File: src/sv/u2u_pkg.sv
// Shared types and constants for the UTF-8 to UTF-16 decoder.
package u2u_pkg;

	localparam int UNIT_W = 16;
	localparam int ACC_W  = 21;
	localparam int CFG_IDX_W = 1;

	// configuration register indexes
	localparam logic [CFG_IDX_W-1:0] CFG_REPLACEMENT = 1'd0;
	localparam logic [CFG_IDX_W-1:0] CFG_SKIP_BOM    = 1'd1;

	localparam logic [UNIT_W-1:0] REPL_RESET = 16'hFFFD;

	// result status codes
	localparam logic [1:0] ST_VALID      = 2'd0;
	localparam logic [1:0] ST_REPL       = 2'd1;
	localparam logic [1:0] ST_INCOMPLETE = 2'd2;

	localparam logic [ACC_W-1:0] BOM_VALUE  = 21'h00FEFF;
	localparam logic [ACC_W-1:0] MAX_SCALAR = 21'h10FFFF;
	localparam logic [ACC_W-1:0] SUPP_BASE  = 21'h010000;
	localparam logic [ACC_W-1:0] SURR_LO    = 21'h00D800;
	localparam logic [ACC_W-1:0] SURR_HI    = 21'h00DFFF;
	localparam logic [ACC_W-1:0] NC_LO      = 21'h00FDD0;
	localparam logic [ACC_W-1:0] NC_HI      = 21'h00FDEF;
	localparam logic [UNIT_W-1:0] HI_OFFSET = 16'hD7C0;
	localparam logic [UNIT_W-1:0] LO_OFFSET = 16'hDC00;

	typedef enum logic [1:0] {
		MK_NONE,
		MK_UNIT,
		MK_PAIR,
		MK_BAD
	} main_kind_t;

	// one decoded byte: prefix replacements, main result, end marker
	typedef struct packed {
		logic [1:0]       nbad;
		main_kind_t       kind;
		logic [ACC_W-1:0] value;
		logic             incomplete;
		logic             fin;
	} job_t;

endpackage

File: src/sv/u2u_byte_if.sv
// Byte channel: one UTF-8 byte per word.
interface u2u_byte_if;
	logic       valid;
	logic       ready;
	logic [7:0] byte_value;
	logic       final_byte;

	modport source(output valid, byte_value, final_byte, input ready);
	modport sink(input valid, byte_value, final_byte, output ready);
endinterface

File: src/sv/u2u_unit_if.sv
// Unit channel: one UTF-16 code unit with status per word.
interface u2u_unit_if;
	logic        valid;
	logic        ready;
	logic [15:0] code_unit;
	logic [1:0]  status;
	logic [15:0] invalid_total;
	logic        run_end;

	modport source(output valid, code_unit, status, invalid_total, run_end, input ready);
	modport sink(input valid, code_unit, status, invalid_total, run_end, output ready);
endinterface

File: src/sv/utf8_to_utf16_stream_decoder.sv
// UTF-8 to UTF-16 stream decoder: takes one UTF-8 byte per word on bytes_ch and
// returns UTF-16 code units on units_ch; a scalar above the BMP gives a surrogate pair,
// each malformed sequence, overlong form, surrogate, noncharacter or out-of-range value
// gives the replacement unit (config register 0), a broken sequence gives one replacement
// per byte taken before its breaking byte is decoded afresh, a leading byte order mark is
// dropped when register 1 is set, and a final byte that leaves a sequence open adds an
// incomplete marker (unit 0, status 2) and returns the decoder to its start state.
// Rate: one byte is accepted every cycle while the job queue has room; the back end sends
// one unit per cycle while units_ch is ready, so a byte that yields several units (at most
// four) keeps it busy until all are sent. Bytes that yield nothing take no back-end slot,
// except a final byte, whose job still passes through the back end to clear the invalid
// count. The job queue (QUEUE_DEPTH entries) lets the front keep taking bytes during such
// bursts or while units_ch stalls; once it is full, bytes_ch.ready drops, also in a cycle
// where the back end frees an entry. With an empty queue, a byte's job is written to the
// queue and its unit then to the output register before the word is valid. Config writes
// take effect at once, so make them only while the block is idle (queue empty, no unit word waiting).
module utf8_to_utf16_stream_decoder
	import u2u_pkg::*;
#(
	parameter int QUEUE_DEPTH = 4
) (
	input  logic                 clk,
	input  logic                 arst_n,
	input  logic                 cfg_we,
	input  logic [CFG_IDX_W-1:0] cfg_index,
	input  logic [UNIT_W-1:0]    cfg_data,
	u2u_byte_if.sink             bytes_ch,
	u2u_unit_if.source           units_ch
);

	// configuration registers
	logic [UNIT_W-1:0] repl_q;
	logic              skip_bom_q;

	// front to queue
	job_t push_job;
	logic push;
	logic full;

	// queue to back
	job_t head;
	logic empty;
	logic pop;

	always_ff @(posedge clk or negedge arst_n) begin
		if (!arst_n) begin
			repl_q <= REPL_RESET;
			skip_bom_q <= 1'b1;
		end else if (cfg_we) begin
			case (cfg_index)
				CFG_REPLACEMENT: repl_q <= cfg_data;
				CFG_SKIP_BOM:    skip_bom_q <= cfg_data[0];
				default:         ;
			endcase
		end
	end

	// decode state and byte classification
	u2u_front front_i (
		.clk        (clk),
		.arst_n     (arst_n),
		.valid      (bytes_ch.valid),
		.byte_value (bytes_ch.byte_value),
		.final_byte (bytes_ch.final_byte),
		.ready      (bytes_ch.ready),
		.skip_bom   (skip_bom_q),
		.full       (full),
		.push       (push),
		.job        (push_job)
	);

	// decouples byte intake from unit output
	u2u_queue #(
		.DEPTH (QUEUE_DEPTH)
	) queue_i (
		.clk      (clk),
		.arst_n   (arst_n),
		.push     (push),
		.push_job (push_job),
		.pop      (pop),
		.head     (head),
		.empty    (empty),
		.full     (full)
	);

	// unit expansion, invalid count, output register
	u2u_back back_i (
		.clk           (clk),
		.arst_n        (arst_n),
		.head          (head),
		.empty         (empty),
		.pop           (pop),
		.repl_unit     (repl_q),
		.valid         (units_ch.valid),
		.ready         (units_ch.ready),
		.code_unit     (units_ch.code_unit),
		.status        (units_ch.status),
		.invalid_total (units_ch.invalid_total),
		.run_end       (units_ch.run_end)
	);

endmodule

File: src/sv/u2u_front.sv
// Front end: accepts bytes, tracks the open sequence, classifies each byte into a job.
module u2u_front
	import u2u_pkg::*;
(
	input  logic       clk,
	input  logic       arst_n,
	input  logic       valid,
	input  logic [7:0] byte_value,
	input  logic       final_byte,
	output logic       ready,
	input  logic       skip_bom,
	input  logic       full,
	output logic       push,
	output job_t       job
);

	logic [1:0]       bn_q, bn_n;
	logic [ACC_W-1:0] acc_q, acc_n;
	logic [1:0]       sl_q, sl_n;
	logic [1:0]       ct_q, ct_n;
	logic             fd_q, fd_n;

	logic             accept;
	logic             do_lead;
	logic             is_cont;
	logic [ACC_W-1:0] v;
	logic [ACC_W-1:0] lowest;
	logic             nc;
	job_t             j;

	assign ready   = !full;
	assign accept  = valid && ready;
	assign is_cont = (byte_value[7:6] == 2'b10);
	assign v       = {acc_q[ACC_W-7:0], byte_value[5:0]};

	always_comb begin
		unique case (sl_q)
			2'd1:    lowest = 21'h000080;
			2'd2:    lowest = 21'h000800;
			default: lowest = SUPP_BASE;
		endcase
		nc = (v >= NC_LO) && ((v <= NC_HI) || (v[15:1] == 15'h7FFF));
	end

	always_comb begin
		bn_n = bn_q;
		acc_n = acc_q;
		sl_n = sl_q;
		ct_n = ct_q;
		fd_n = fd_q;
		do_lead = 1'b0;
		j = '0;
		j.kind = MK_NONE;
		j.fin = final_byte;

		if (bn_q != 2'd0 && is_cont) begin
			acc_n = v;
			bn_n = bn_q - 2'd1;
			ct_n = ct_q + 2'd1;
			if (bn_q == 2'd1) begin
				j.value = v;
				if (!fd_q && v == BOM_VALUE && skip_bom) begin
					j.kind = MK_NONE;
				end else if (!nc && v >= SUPP_BASE && v <= MAX_SCALAR) begin
					j.kind = MK_PAIR;
				end else if (v < lowest || (v >= SURR_LO && v <= SURR_HI) || nc
						|| v > MAX_SCALAR) begin
					j.kind = MK_BAD;
				end else begin
					j.kind = MK_UNIT;
				end
				fd_n = 1'b1;
				ct_n = 2'd0;
			end
		end else begin
			do_lead = 1'b1;
			if (bn_q != 2'd0) begin
				// broken sequence: one replacement per byte taken
				j.nbad = ct_q + 2'd1;
				bn_n = 2'd0;
				fd_n = 1'b1;
			end
		end

		if (do_lead) begin
			ct_n = 2'd0;
			unique case (byte_value) inside
				8'b0???????: begin
					j.kind = MK_UNIT;
					j.value = {13'd0, byte_value};
					fd_n = 1'b1;
				end
				8'b110?????: begin
					acc_n = {16'd0, byte_value[4:0]};
					bn_n = 2'd1;
					sl_n = 2'd1;
					fd_n = 1'b1;
				end
				8'b1110????: begin
					acc_n = {17'd0, byte_value[3:0]};
					bn_n = 2'd2;
					sl_n = 2'd2;
				end
				8'b11110???: begin
					acc_n = {18'd0, byte_value[2:0]};
					bn_n = 2'd3;
					sl_n = 2'd3;
					fd_n = 1'b1;
				end
				default: begin
					j.kind = MK_BAD;
					fd_n = 1'b1;
				end
			endcase
		end

		if (final_byte) begin
			j.incomplete = (bn_n != 2'd0);
			bn_n = 2'd0;
			acc_n = '0;
			sl_n = 2'd0;
			ct_n = 2'd0;
			fd_n = 1'b0;
		end
	end

	assign job  = j;
	assign push = accept && (j.kind != MK_NONE || j.nbad != 2'd0 || j.incomplete || j.fin);

	always_ff @(posedge clk or negedge arst_n) begin
		if (!arst_n) begin
			bn_q <= '0;
			acc_q <= '0;
			sl_q <= '0;
			ct_q <= '0;
			fd_q <= 1'b0;
		end else if (accept) begin
			bn_q <= bn_n;
			acc_q <= acc_n;
			sl_q <= sl_n;
			ct_q <= ct_n;
			fd_q <= fd_n;
		end
	end

endmodule

File: src/sv/u2u_queue.sv
// Small register FIFO of jobs between front and back.
module u2u_queue
	import u2u_pkg::*;
#(
	parameter int DEPTH = 4
) (
	input  logic clk,
	input  logic arst_n,
	input  logic push,
	input  job_t push_job,
	input  logic pop,
	output job_t head,
	output logic empty,
	output logic full
);

	localparam int PTR_W = $clog2(DEPTH);
	localparam int CNT_W = $clog2(DEPTH + 1);

	job_t             mem_q [DEPTH];
	logic [PTR_W-1:0] wr_q, rd_q;
	logic [CNT_W-1:0] cnt_q;
	logic             do_push, do_pop;

	assign empty   = (cnt_q == '0);
	assign full    = (cnt_q == CNT_W'(DEPTH));
	assign do_push = push && !full;
	assign do_pop  = pop && !empty;
	assign head    = mem_q[rd_q];

	always_ff @(posedge clk) begin
		if (do_push) begin
			mem_q[wr_q] <= push_job;
		end
	end

	always_ff @(posedge clk or negedge arst_n) begin
		if (!arst_n) begin
			wr_q <= '0;
			rd_q <= '0;
			cnt_q <= '0;
		end else begin
			if (do_push) begin
				wr_q <= (wr_q == PTR_W'(DEPTH - 1)) ? '0 : wr_q + PTR_W'(1);
			end
			if (do_pop) begin
				rd_q <= (rd_q == PTR_W'(DEPTH - 1)) ? '0 : rd_q + PTR_W'(1);
			end
			if (do_push && !do_pop) begin
				cnt_q <= cnt_q + CNT_W'(1);
			end else if (do_pop && !do_push) begin
				cnt_q <= cnt_q - CNT_W'(1);
			end
		end
	end

endmodule

File: src/sv/u2u_back.sv
// Back end: expands each job into code units, keeps the invalid count, output register.
module u2u_back
	import u2u_pkg::*;
(
	input  logic        clk,
	input  logic        arst_n,
	input  job_t        head,
	input  logic        empty,
	output logic        pop,
	input  logic [15:0] repl_unit,
	output logic        valid,
	input  logic        ready,
	output logic [15:0] code_unit,
	output logic [1:0]  status,
	output logic [15:0] invalid_total,
	output logic        run_end
);

	logic [1:0]  idx_q;
	logic [15:0] cnt_q;
	logic        ov_q;
	logic [15:0] unit_q, tot_q;
	logic [1:0]  st_q;
	logic        end_q;

	logic [2:0]  nb, mlen, total, pos, jrel;
	logic        last, step, emit, slot_free;
	logic [15:0] unit_c, cnt_inc;
	logic [1:0]  st_c;

	assign nb = {1'b0, head.nbad};
	assign pos = {1'b0, idx_q};
	assign jrel = pos - nb;

	always_comb begin
		unique case (head.kind)
			MK_NONE:         mlen = 3'd0;
			MK_UNIT, MK_BAD: mlen = 3'd1;
			MK_PAIR:         mlen = 3'd2;
			default:         mlen = 3'd0;
		endcase
		total = nb + mlen + {2'd0, head.incomplete};
	end

	always_comb begin
		if (pos < nb) begin
			unit_c = repl_unit;
			st_c = ST_REPL;
		end else if (jrel < mlen) begin
			case (head.kind)
				MK_BAD: begin
					unit_c = repl_unit;
					st_c = ST_REPL;
				end
				MK_PAIR: begin
					unit_c = (jrel == 3'd0)
						? 16'(head.value[20:10]) + HI_OFFSET
						: {6'd0, head.value[9:0]} + LO_OFFSET;
					st_c = ST_VALID;
				end
				default: begin
					unit_c = head.value[15:0];
					st_c = ST_VALID;
				end
			endcase
		end else begin
			unit_c = '0;
			st_c = ST_INCOMPLETE;
		end
		cnt_inc = (st_c == ST_REPL && cnt_q != 16'hFFFF) ? cnt_q + 16'd1 : cnt_q;
	end

	assign slot_free = !ov_q || ready;
	assign last = (total == 3'd0) || (pos == total - 3'd1);
	assign step = !empty && (total == 3'd0 || slot_free);
	assign emit = step && (total != 3'd0);
	assign pop  = step && last;

	always_ff @(posedge clk or negedge arst_n) begin
		if (!arst_n) begin
			idx_q <= '0;
			cnt_q <= '0;
			ov_q <= 1'b0;
		end else begin
			if (step) begin
				idx_q <= last ? 2'd0 : idx_q + 2'd1;
				if (last && head.fin) begin
					cnt_q <= '0;
				end else if (emit) begin
					cnt_q <= cnt_inc;
				end
			end
			if (slot_free) begin
				ov_q <= emit;
			end
		end
	end

	always_ff @(posedge clk) begin
		if (emit) begin
			unit_q <= unit_c;
			st_q <= st_c;
			tot_q <= cnt_inc;
			end_q <= last;
		end
	end

	assign valid = ov_q;
	assign code_unit = unit_q;
	assign status = st_q;
	assign invalid_total = tot_q;
	assign run_end = end_q;

endmodule

File: src/flat_wrapper.sv
// flat-port wrapper written by rule: the top's interface ports become plain ports
module utf8_to_utf16_stream_decoder_flat import u2u_pkg::*;
#(
	parameter int QUEUE_DEPTH = 4
)
  (clk, arst_n, cfg_we, cfg_index, cfg_data, bytes_ch_valid, bytes_ch_byte_value, bytes_ch_final_byte, bytes_ch_ready, units_ch_valid, units_ch_code_unit, units_ch_status, units_ch_invalid_total, units_ch_run_end, units_ch_ready);
  u2u_byte_if bytes_ch_i ();
  u2u_unit_if units_ch_i ();
  input  logic clk;
  input  logic arst_n;
  input  logic cfg_we;
  input  logic [CFG_IDX_W-1:0] cfg_index;
  input  logic [UNIT_W-1:0] cfg_data;
  input wire logic [$bits(bytes_ch_i.valid)-1:0] bytes_ch_valid;
  input wire logic [$bits(bytes_ch_i.byte_value)-1:0] bytes_ch_byte_value;
  input wire logic [$bits(bytes_ch_i.final_byte)-1:0] bytes_ch_final_byte;
  output wire logic [$bits(bytes_ch_i.ready)-1:0] bytes_ch_ready;
  output wire logic [$bits(units_ch_i.valid)-1:0] units_ch_valid;
  output wire logic [$bits(units_ch_i.code_unit)-1:0] units_ch_code_unit;
  output wire logic [$bits(units_ch_i.status)-1:0] units_ch_status;
  output wire logic [$bits(units_ch_i.invalid_total)-1:0] units_ch_invalid_total;
  output wire logic [$bits(units_ch_i.run_end)-1:0] units_ch_run_end;
  input wire logic [$bits(units_ch_i.ready)-1:0] units_ch_ready;
  assign bytes_ch_i.valid = bytes_ch_valid;
  assign bytes_ch_i.byte_value = bytes_ch_byte_value;
  assign bytes_ch_i.final_byte = bytes_ch_final_byte;
  assign bytes_ch_ready = bytes_ch_i.ready;
  assign units_ch_valid = units_ch_i.valid;
  assign units_ch_code_unit = units_ch_i.code_unit;
  assign units_ch_status = units_ch_i.status;
  assign units_ch_invalid_total = units_ch_i.invalid_total;
  assign units_ch_run_end = units_ch_i.run_end;
  assign units_ch_i.ready = units_ch_ready;
  utf8_to_utf16_stream_decoder #(.QUEUE_DEPTH(QUEUE_DEPTH)) u_core (.clk(clk), .arst_n(arst_n), .cfg_we(cfg_we), .cfg_index(cfg_index), .cfg_data(cfg_data), .bytes_ch(bytes_ch_i), .units_ch(units_ch_i));
endmodule
File: config.mk
export PLATFORM = sky130hd
export DESIGN_NAME = utf8_to_utf16_stream_decoder_flat
export DESIGN_NICKNAME = d
export VERILOG_FILES = /design/src/sv/u2u_pkg.sv /design/src/sv/u2u_byte_if.sv /design/src/sv/u2u_unit_if.sv /design/src/sv/utf8_to_utf16_stream_decoder.sv /design/src/sv/u2u_front.sv /design/src/sv/u2u_queue.sv /design/src/sv/u2u_back.sv /design/src/flat_wrapper.sv
export SDC_FILE = /design/constraint.sdc
export NUM_CORES = 1
export LEC_CHECK = 0
export ABC_CLOCK_PERIOD_IN_PS = 5000
export BUFFER_PORTS_ARGS = -buffer_cell sky130_fd_sc_hd__buf_2
export CAP_MARGIN = 20
export CORE_ASPECT_RATIO = 0.75
export CORE_MARGIN = 3
export CORE_UTILIZATION = 59
export DETAILED_ROUTE_END_ITERATION = 12
export PLACE_DENSITY_LB_ADDON = 0.25
export SLEW_MARGIN = 20
export SYNTH_ARGS = -nofsm -noshare
export SYNTH_HDL_FRONTEND = slang
export SYNTH_SLANG_ARGS = --single-unit
File: constraint.sdc
create_clock -name clk -period 5 [get_ports clk]
set_input_delay 0.5 -clock clk [delete_from_list [all_inputs] [get_ports clk]]
set_output_delay 0.5 -clock clk [all_outputs]
set_load 0.02 [all_outputs]
---- Yosys cells after proc, flatten, opt, wreduce, memory -nomap -nowiden ----
Memory sizes are Yosys's and may differ from the RTL's.
Index checks and enable logic that the tools add are counted.
Widths: inputs -> output; s select.
operators by class
  $add $sub $neg .......................... 14
  order comparisons ....................... 10
  eq/ne operators ......................... 19
  muxes and demuxes ....................... 51
  bitwise logic cells ..................... 2
  reduce and logical (&&, ||, !) cells .... 53
operators with widths
  kind                    count
  $mux 16                 6
  $mux 21                 4
  $mux 23                 3
  $pmux 21 s3             1
  $ge 21x16->1 const B    2
  $le 21x16->1 const B    2
  $mux 2                  19
  $pmux 17 s2             1
  $pmux 16 s2             1
  $eq 21x16->1 const B    1
  $ge 21x17->1 const B    1
  $gt 21x21->1 const B    1
  $le 21x21->1 const B    1
  $lt 21x21->1            1
  $logic_and 1x1->1       18
  $add 11x15->16 const B  1
  $add 12x15->16 const B  1
  $add 16x1->16 const B   1
  $ne 16x16->1 const B    1
  $eq 15x15->1 const B    1
  $eq 2x2->1 const B      6
  $pmux 2 s3              2
  $reduce_bool 2->1       6
  $logic_or 1x1->1        10
  29 further kinds        58
storage, ports and cells
  flip-flop bits (word level) ............. 106
  RAM bits ................................ 108
  bits of input ports ..................... 31
  output and inout port bits .............. 37
  logic and storage cells ................. 167
  memories ................................ 1
memory list
  name                  depth  bits a word  read ports  clocked after Yosys merged registers in  write ports  line             source
  u_core.queue_i.mem_q  4      27           1           0                                        1            u2u_queue.sv:20  job_t mem_q [DEPTH];

---- Depth between registers and ports, before layout ----
Gate-level depths: netlist of run 1.
  word-level depth ........................ 23
  mapped depth ............................ 20
  gate-level depth less buffers ........... 17

---- Cells and area by module ----
A second synthesis of run 1 with hierarchy kept.
second synthesis, totals
  cell total of the unflattened synthesis .. 732
  area total of the unflattened synthesis .. 9984.6 µm²
modules (own cells, without submodules)
  module                        instances  cells each  area an instance (µm²)  seq. area each (µm²)
  u2u_queue                     1          178         4352.9                  3418.3
  u2u_back                      1          313         3250.6                  1526.5
  u2u_front                     1          203         1657.8                  550.5
  utf8_to_utf16_stream_decoder  1          38          723.2                   445.4

---- Worst setup path after synthesis of run 1 ----
No wires, ideal clock.
  kind .................................... register to register
  start ................................... register u_core.queue_i.rd_q[1]
  end ..................................... register u_core.back_i.unit_q[0], in the netlist u_core.back_i.code_unit[0] (enable)
  setup time .............................. 396 ps
  arrival time ............................ 4170 ps
  required time ........................... 4604 ps
  slack ................................... 433 ps
  cell stages (with the launch flop) ...... 14
  path buffers ............................ 3
  clock period less this slack ............ 4567 ps
  cells stage by stage .................... dfrtp_1 > buf_2 > buf_1 > clkbuf_1 > mux4_2 > inv_1 > fa_1 > inv_1 > fa_1 > inv_1 > ha_1 > nand2b_1 > a31oi_1 > and2_1
on the way
  cells in the longest elaborated chain, start to end .. 10
  elaborated cells on any way between the ends .. 14
  classes of those cells .................. add/sub: 2; eq/ne: 3; mux: 1; reduce/logical: 7; memory: 1
ends and longest elaborated chain
  element                                          line             source
  start: declaration                               u2u_queue.sv:21  logic [PTR_W-1:0] wr_q, rd_q;
  start signal: assignment                         u2u_queue.sv:47  rd_q <= (rd_q == PTR_W'(DEPTH - 1)) ? '0 : rd_q + PTR_W'(1);
  $mem_v2 4x27 (*)                                 --
  $eq 2x2->1 / $eq 2x1->1 (equally long branches)  u2u_back.sv:36   unique case (head.kind)
  $reduce_or 2->1                                  u2u_back.sv:36
  $pmux 3 s3                                       u2u_back.sv:36
  $add 2x3->3                                      u2u_back.sv:42   total = nb + mlen + {2'd0, head.incomplete};
  $add 3x1->3 (*)                                  u2u_back.sv:42
  $logic_not 3->1                                  u2u_back.sv:75   assign step = !empty && (total == 3'd0 || slot_free);
  $logic_or 1x1->1                                 u2u_back.sv:75
  $logic_and 1x1->1                                u2u_back.sv:75
  $logic_and 1x1->1 (*)                            u2u_back.sv:76   assign emit = step && (total != 3'd0);
  net u_core.back_i.emit                           u2u_back.sv:27   logic last, step, emit, slot_free;
  end signal: assignment                           u2u_back.sv:101  unit_q <= unit_c;
  end: declaration                                 u2u_back.sv:22   logic [15:0] unit_q, tot_q;
Mark *: on every way through the listed nets, which the timed path passes. The rest lies on a longest branch. The select of a mux whose other input is x is not followed.
A chain may end at the register's enable or synchronous reset.

---- Worst setup path in the final report of run 1 ----
  start ................................... register u_core.queue_i.rd_q[0]
  end ..................................... register u_core.queue_i.cnt_q[1]
on the way
  cells in the longest elaborated chain, start to end .. 14
  elaborated cells on any way between the ends .. 22
  classes of those cells .................. add/sub: 3; eq/ne: 4; mux: 2; reduce/logical: 12; memory: 1
ends and longest elaborated chain
  element                                                       line                            source
  $mem_v2 4x27 (*)                                              --
  $eq 2x2->1 / $eq 2x1->1 (equally long branches)               u2u_back.sv:36
  $reduce_or 2->1                                               u2u_back.sv:36
  $pmux 3 s3                                                    u2u_back.sv:36
  $add 2x3->3                                                   u2u_back.sv:42
  $add 3x1->3 (*)                                               u2u_back.sv:42
  $sub 3x1->3 / $logic_not 3->1 (equally long branches)         u2u_back.sv:74, u2u_back.sv:75
  $eq 2x3->1 / $logic_or 1x1->1 (equally long branches)         u2u_back.sv:74, u2u_back.sv:75
  $logic_or 1x1->1 / $logic_and 1x1->1 (equally long branches)  u2u_back.sv:74, u2u_back.sv:75
  $logic_and 1x1->1 (*)                                         u2u_back.sv:77                  assign pop = step && last;
  $logic_and 1x1->1 (*)                                         u2u_queue.sv:28                 assign do_pop = pop && !empty;
  $logic_not 1->1                                               u2u_queue.sv:49                 if (do_push && !do_pop) begin
  $logic_and 1x1->1                                             u2u_queue.sv:49
  $mux 3 / $reduce_bool 2->1 (equally long branches)            --
  end signal: assignment                                        u2u_queue.sv:50                 cnt_q <= cnt_q + CNT_W'(1);
  end signal: assignment                                        u2u_queue.sv:52                 cnt_q <= cnt_q - CNT_W'(1);
  end: declaration                                              u2u_queue.sv:22                 logic [CNT_W-1:0] cnt_q;
Every way passes the cells marked *; elsewhere a longest branch is shown, timed or not. The select of a mux whose other input is x is not followed.

==> results.toml, run 1 <==
[status]
outcome = "complete, no violations"

[sta]
count_of_final_max_slew_check_failures = 0
grt_setup_unrepaired = "no"
relative_slew_slack = 0.391
clock-skew-final_ps = 6.81
setup_viol = 0
final_hold_viol_count = 0
hold_ws_ps = 216
final.period_utilization = 0.892
tightest_slew_ps = 913
postLayoutSetupSlackWorst_ps = 541
max_freq_mhz = 224
fin_tns_setup_ps = 0
final_period_minus_worst_setup_slack_ps = 4460

[yosys]
synthesis.area_per_instance_um2 = 13.6
synth-warning-count = 0
yosys.area.top_type_share = 0.444
postSynthCellCount = 712
share_of_synthesized_flip_flops_with_an_asynchronous_set_or_reset = 0.313
sequential_share_of_the_synthesized_area = 0.614
netlist.top_cell.by_area = "sky130_fd_sc_hd__edfxtp_1"
synth-edff-count = 143
synth_cell_types = 66
postSynthNetCount = 765
synth_area_leaders = "sky130_fd_sc_hd__edfxtp_1 44%, sky130_fd_sc_hd__dfrtp_1 13%, sky130_fd_sc_hd__mux4_2 6.1%, sky130_fd_sc_hd__dfstp_2 4.3%, sky130_fd_sc_hd__ha_1 2.3%"
flops_latches_synth = 208
ys.flop_type = "sky130_fd_sc_hd__edfxtp_1"
synth_area_um2 = 9670

[pwr]
ir_worst_vdd_mv = 0.553
p_leak_uw = 0.00418
powerDensity_nw_per_um2 = 721

[clock_network]
clk_pin_slew_worst_paths_ps = 60
cts.repair.resized = 0
cts_root_buffer = "sky130_fd_sc_hd__clkbuf_16"
cts_tree = "built"
cts_sink_count = 208
ctsHtreeMaxLevel = 1
clock_insertion_delay_at_the_later_pin_of_the_skew_report_ps = 480
cts_inserted_buffers = 21
cts_max_path_buffers = 3
cts.hold.buffers_added = 0
cts.repair_timing.setup_buffer_count = 0

[floorplanning]
die_boundary_height_um = 117
placementRows = 39
starting_utilization_of_the_core_area = 0.619
core_area_um2 = 15600
design.die.area_um2 = 18000
boundaryPins = 68
die_x_um = 154

[detailed_routing]
postRouteWirelength_um = 21000
route.detailed.vias_per_inst = 6.22
firstDrtPassIters = 5
antenna_left = 0
drc_errors = 0
routed_wire_length_per_instance_um = 21.0
vias = 6228
detail_route.iter0.violations = 577

[grt]
overflow = 0
grtUsageTotal = 0.240
grt_first_pass_wirelength_um = 34300
first_global_vias = 6231
grt_max_degree = 66
antenna_found_initial = 0

[cells_and_area]
layout.filler_cells = 1070
stdcell_area_um2 = 10900
post_route_cells_drive_above_1_share = 0.227
finalCoreUtilization = 0.697
nets = 836
n_antenna_cell = 0
layout-area-overhead-vs-synth_pct = 12.6

[placement]
pre_cts_ws_ps = 540
detailed_place.area_um2 = 10200
port-buffer-count = 67
placer_s_final_routability_congestion_estimate = 0.866
post-dp-hpwl_um = 14400

[setup_path]
cp_data_arrival_time_ps = 4830
timing.critical_path.required_ps = 5370
timing.critical_path.from_type = "flip-flop"
critPathMaxFanout = 21
cp_class = "reg -> reg"
timing.critical_path.to_type = "flip-flop"

[run]
cap_viol_max_count = 0

[hold_path]
min_path_type = "in -> async"
[through the flow]
stage	power (µW)	std cells
after floorplan	5320	712
after global placement	6130	965
after detailed placement	6300	965
after CTS	7870	1002
after global routing	8340	1002
final	7850	1002
[layer usage]
metal  up-vias  routed length [µm]  GRT usage
met5         -                   0          0
li1       2841                   -          -
met3        15                1820     0.0448
met1      3062                9450      0.365
met2       310                9540      0.377
met4         0                 194     0.0418
[where the power goes]
part | switching (µW) | total (µW) | internal, µW
Clock | 609 | 1540 | 931
Combinational | 2260 | 3580 | 1320
Sequential | 210 | 2730 | 2520
Total | 3080 | 7850 | 4770
[logic make-up (layout without fill, tap and decap cells)]
group | count (synthesis) | after routing | share of synthesized area
compound gates | 147 | 147 | 0.106
buf+inv | 77 | 162 | 0.0335
xor+xnor | 24 | 24 | 0.0217
fa+ha+maj | 22 | 22 | 0.0316
flops | 208 | 208 | 0.614
mux | 48 | 48 | 0.0880
simple gates | 186 | 186 | 0.105
[registers in the layout (all words and copies together), names as in the netlist, 3 cells and up]
name and count:
u_core.front_i.acc_q 15, u_core.back_i.invalid_total 16, u_core.back_i.cnt_q 16, u_core.queue_i.cnt_q 3, u_core.repl_q 16, u_core.queue_i.mem_q 108, u_core.back_i.code_unit 16
[critical path, cell delays in order (launching register included)]
cell	delay, ps
sky130_fd_sc_hd__dfrtp_2	470
sky130_fd_sc_hd__mux4_2	530
sky130_fd_sc_hd__buf_4	220
sky130_fd_sc_hd__nor2_1	330
sky130_fd_sc_hd__fa_1	520
sky130_fd_sc_hd__inv_1	100
sky130_fd_sc_hd__ha_1	140
sky130_fd_sc_hd__nand2b_1	170
sky130_fd_sc_hd__a31oi_1	560
sky130_fd_sc_hd__and2_1	290
sky130_fd_sc_hd__inv_1	70
sky130_fd_sc_hd__ha_1	200
sky130_fd_sc_hd__inv_1	70
sky130_fd_sc_hd__fa_1	390
sky130_fd_sc_hd__mux2_2	270
[synth_stat cells, types with 4 or more instances]
master / count
sky130_fd_sc_hd__and3_1: 7
sky130_fd_sc_hd__edfxtp_1: 143
sky130_fd_sc_hd__dfrtp_1: 49
sky130_fd_sc_hd__inv_1: 42
sky130_fd_sc_hd__o21a_1: 4
sky130_fd_sc_hd__or4_1: 9
sky130_fd_sc_hd__a21o_1: 5
sky130_fd_sc_hd__buf_2: 10
sky130_fd_sc_hd__nor2_1: 23
sky130_fd_sc_hd__xor2_1: 12
sky130_fd_sc_hd__dfstp_2: 16
sky130_fd_sc_hd__nand4_1: 7
sky130_fd_sc_hd__nor3b_1: 5
sky130_fd_sc_hd__mux4_2: 26
sky130_fd_sc_hd__o22ai_1: 6
sky130_fd_sc_hd__nand2b_1: 6
sky130_fd_sc_hd__xnor2_1: 12
sky130_fd_sc_hd__and2_1: 27
sky130_fd_sc_hd__a21oi_1: 23
sky130_fd_sc_hd__a31oi_1: 12
sky130_fd_sc_hd__nand3_1: 14
sky130_fd_sc_hd__nand2_1: 49
sky130_fd_sc_hd__o221ai_1: 9
sky130_fd_sc_hd__ha_1: 18
sky130_fd_sc_hd__mux2i_1: 4
sky130_fd_sc_hd__fa_1: 4
sky130_fd_sc_hd__nor3_1: 18
sky130_fd_sc_hd__o31ai_1: 8
sky130_fd_sc_hd__o21ai_0: 29
sky130_fd_sc_hd__mux2_2: 15
sky130_fd_sc_hd__a41oi_1: 6
sky130_fd_sc_hd__a22o_1: 17
sky130_fd_sc_hd__o211ai_1: 8
sky130_fd_sc_hd__clkbuf_1: 20
[path summary, 6_finish.rpt]
| path | startpoint | end | slack [ps] | cells past startpoint |
|---|---|---|---|---|
| worst min register to register | u_core.queue_i.cnt_q[2] | u_core.queue_i.cnt_q[2] | 500 | 1 |
| worst max register to register | u_core.queue_i.rd_q[0] | u_core.queue_i.cnt_q[1] | 540 | 14 |
| worst max-delay path | u_core.queue_i.rd_q[0] | u_core.queue_i.cnt_q[1] | 540 | 14 |
| max in group asynchronous | arst_n | u_core.queue_i.rd_q[0] | 4110 | 2 |
| min in group clk | cfg_data[1] | u_core.repl_q[1] | 230 | 3 |
| worst min-delay path | arst_n | u_core.repl_q[1] | 220 | 2 |
[placed cells by master, fill, tap and decap left out, types with 7 or more instances in the layout]
cell,n
sky130_fd_sc_hd__mux4_2,26
sky130_fd_sc_hd__mux2_2,15
sky130_fd_sc_hd__a21oi_1,23
sky130_fd_sc_hd__nor3_1,18
sky130_fd_sc_hd__nand3_1,14
sky130_fd_sc_hd__dfrtp_1,48
sky130_fd_sc_hd__nor2_1,23
sky130_fd_sc_hd__edfxtp_1,143
sky130_fd_sc_hd__xor2_1,12
sky130_fd_sc_hd__and3_1,7
sky130_fd_sc_hd__inv_1,42
sky130_fd_sc_hd__a31oi_1,12
sky130_fd_sc_hd__clkbuf_1,8
sky130_fd_sc_hd__and2_1,27
sky130_fd_sc_hd__o21ai_0,29
sky130_fd_sc_hd__ha_1,18
sky130_fd_sc_hd__o211ai_1,8
sky130_fd_sc_hd__clkbuf_16,21
sky130_fd_sc_hd__a22o_1,17
sky130_fd_sc_hd__or4_1,9
sky130_fd_sc_hd__xnor2_1,12
sky130_fd_sc_hd__nand4_1,7
sky130_fd_sc_hd__o221ai_1,9
sky130_fd_sc_hd__buf_4,16
sky130_fd_sc_hd__dfstp_2,16
sky130_fd_sc_hd__buf_2,67
sky130_fd_sc_hd__o31ai_1,8
sky130_fd_sc_hd__nand2_1,49
[cell type report]
type,instances,area [µm²],share of cell area
sequential,208,5940,0.546
multi-input combinational,427,3410,0.313
clock buffer,29,556,0.0510
timing repair buffer,83,455,0.0418
tap,205,256,0.0236
inverter,42,158,0.0145
clock inverter,8,115,0.0106
Power figures use the tool's default switching activity.
==> inputs of run 2 (changes only) <==
--- a/config.mk
+++ b/config.mk
@@ -12,7 +12,7 @@
 export CORE_MARGIN = 3
 export CORE_UTILIZATION = 59
 export DETAILED_ROUTE_END_ITERATION = 12
-export PLACE_DENSITY_LB_ADDON = 0.25
+export PLACE_DENSITY = 0.78
 export SLEW_MARGIN = 20
 export SYNTH_ARGS = -nofsm -noshare
 export SYNTH_HDL_FRONTEND = slang
==> run 2 against run 1 <==
Net effect: wire length shrank 2.7%; sequential share of layout area grew 0.15 points; global-route usage fell by 0.80 points; die area stayed put; largest power group unchanged; clock skew grew 4.3 ps; power decreased by 1.4%.
==> results.toml, run 2 (synthesis results as in run 1) <==
[clock_network]
cts_sink_count = 208
clock_insertion_delay_at_the_later_pin_of_the_skew_report_ps = 490
cts_tree = "built"
cts.repair.resized = 0
ctsHtreeMaxLevel = 1
cts_root_buffer = "sky130_fd_sc_hd__clkbuf_16"
clk_pin_slew_worst_paths_ps = 60
cts_inserted_buffers = 20
cts.hold.buffers_added = 0
cts.repair_timing.setup_buffer_count = 0
cts_max_path_buffers = 3

[floorplanning]
core_area_um2 = 15600
design.die.area_um2 = 18000
boundaryPins = 68
die_boundary_height_um = 117
placementRows = 39
die_x_um = 154
starting_utilization_of_the_core_area = 0.619

[setup_path]
critical_path_most_common_cell = "sky130_fd_sc_hd__inv_1"
critical-path-max-stage-delay_ps = 530
cpMaxStageDelayCell = "sky130_fd_sc_hd__a31oi_1"
timing.critical_path.to_type = "flip-flop"
timing.critical_path.from_type = "flip-flop"
cp_class = "reg -> reg"
cp_data_arrival_time_ps = 4890
timing.critical_path.from = "u_core.queue_i.rd_q[0]"
critPathMaxFanout = 16
crit-reg2reg-launch = "u_core.queue_i.rd_q[0]"
cells_along_the_critical_path = "buf_4 > mux2_2 > nor2_1 > fa_1 > inv_1 > ha_1 > nand2b_1 > a31oi_1 > and2_1 > inv_1 > ha_1 > inv_1 > fa_1 > mux2_2"
timing.critical_path.required_ps = 5360

[cells_and_area]
nets = 834
post_route_cells_drive_above_1_share = 0.229
layout-area-overhead-vs-synth_pct = 12.3
largest_register_ff_count = 108
final_cells = 999
n_antenna_cell = 0
mostFrequentLayoutCell = "sky130_fd_sc_hd__edfxtp_1"
largest-register = "u_core.queue_i.mem_q"
final_cell_mix = "143 x sky130_fd_sc_hd__edfxtp_1, 67 x sky130_fd_sc_hd__buf_2, 49 x sky130_fd_sc_hd__nand2_1"

[grt]
grtUsageTotal = 0.232
antenna_found_initial = 0
grt_first_pass_wirelength_um = 33200
grt_max_degree = 66
first_global_vias = 6194
overflow = 0

[detailed_routing]
drc_errors = 0
postRouteWirelength_um = 20400
routed_wire_length_per_instance_um = 20.5
detail_route.iter0.violations = 590
antenna_left = 0
vias = 6305
route.detailed.vias_per_inst = 6.31
firstDrtPassIters = 5

[placement]
port-buffer-count = 67
post_placement_cell_count = 964
placer_s_final_routability_congestion_estimate = 0.912
pre_cts_ws_ps = 548
post-dp-hpwl_um = 14100

[sta]
count_of_final_max_slew_check_failures = 0
clock-skew-final_ps = 11.1
relative_slew_slack = 0.301
final_period_minus_worst_setup_slack_ps = 4530
tightest_slew_ps = 1040
grt_setup_unrepaired = "no"
setup_viol = 0
final.period_utilization = 0.906
hold_ws_ps = 190
fin_tns_setup_ps = 0
postLayoutSetupSlackWorst_ps = 470
max_freq_mhz = 221
final_hold_viol_count = 0

[run]
cap_viol_max_count = 0

[pwr]
powerDensity_nw_per_um2 = 713
p_leak_uw = 0.00416
ir_worst_vdd_mv = 0.750

[status]
outcome = "complete, no violations"

[hold_path]
min_path_type = "in -> async"
[run 2: cell count changes in the layout (fill, tap and decap cells not counted), sizes merged]
| cell | change |
|---|---|
| bufinv | -1 |
| clkinv | +3 |
| clkinvlp | +1 |
| buf | -1 |
| clkbuf | -5 |
[run 2: final timing paths]
path | slack [ps] | to | cells past startpoint
setup / recovery | 470 | u_core.queue_i.cnt_q[1] | 14
hold / removal | 190 | u_core.repl_q[1] | 2
setup reg to reg | 470 | u_core.queue_i.cnt_q[1] | 14
hold reg to reg | 500 | u_core.queue_i.cnt_q[2] | 1
max in group asynchronous | 4160 | u_core.queue_i.rd_q[0] | 2
min in group clk | 220 | u_core.repl_q[2] | 3
[run 2: metrics by stage]
stage           util  area [µm²]  power (µW)
2_1_floorplan      -        9670        5320
3_3_place_gp   0.654       10200        6100
4_1_cts        0.695       10900        7770
6_report       0.695       10900        7740
3_5_place_dp   0.654       10200        6240
5_1_grt        0.695       10900        8250
[run 2: power breakdown]
| part | internal (µW) | switching (µW) | total, µW |
|---|---|---|---|
| logic | 1330 | 2220 | 3540 |
| clock network | 867 | 602 | 1470 |
| registers | 2520 | 209 | 2730 |
| total | 4710 | 3030 | 7740 |
[run 2: layout make-up]
class / instances / area [µm²]
timing repair buffer: 82 / 448
tap: 205 / 256
inverter: 42 / 158
multi-input combinational: 427 / 3410
clock inverter: 11 / 105
sequential: 208 / 5940
fill: 1062 / 4760
clock buffer: 24 / 537
[run 2: per-layer routing]
layer | wire length (µm) | global-route usage | vias up
met3 | 1780 | 0.0470 | 33
li1 | - | - | 2839
met5 | 0 | 0 | -
met4 | 343 | 0.0471 | 0
met1 | 9310 | 0.350 | 3116
met2 | 9010 | 0.362 | 317
[run 2: worst max-delay path: cells and delay by family (launching register included)]
kind	cells	cell delay (ps)
AOI/OAI and AO/OA	1	530
muxes	2	770
DFF	1	460
buffers and inverters	4	540
adders and majority gates	4	1270
and+or+nand+nor	3	810
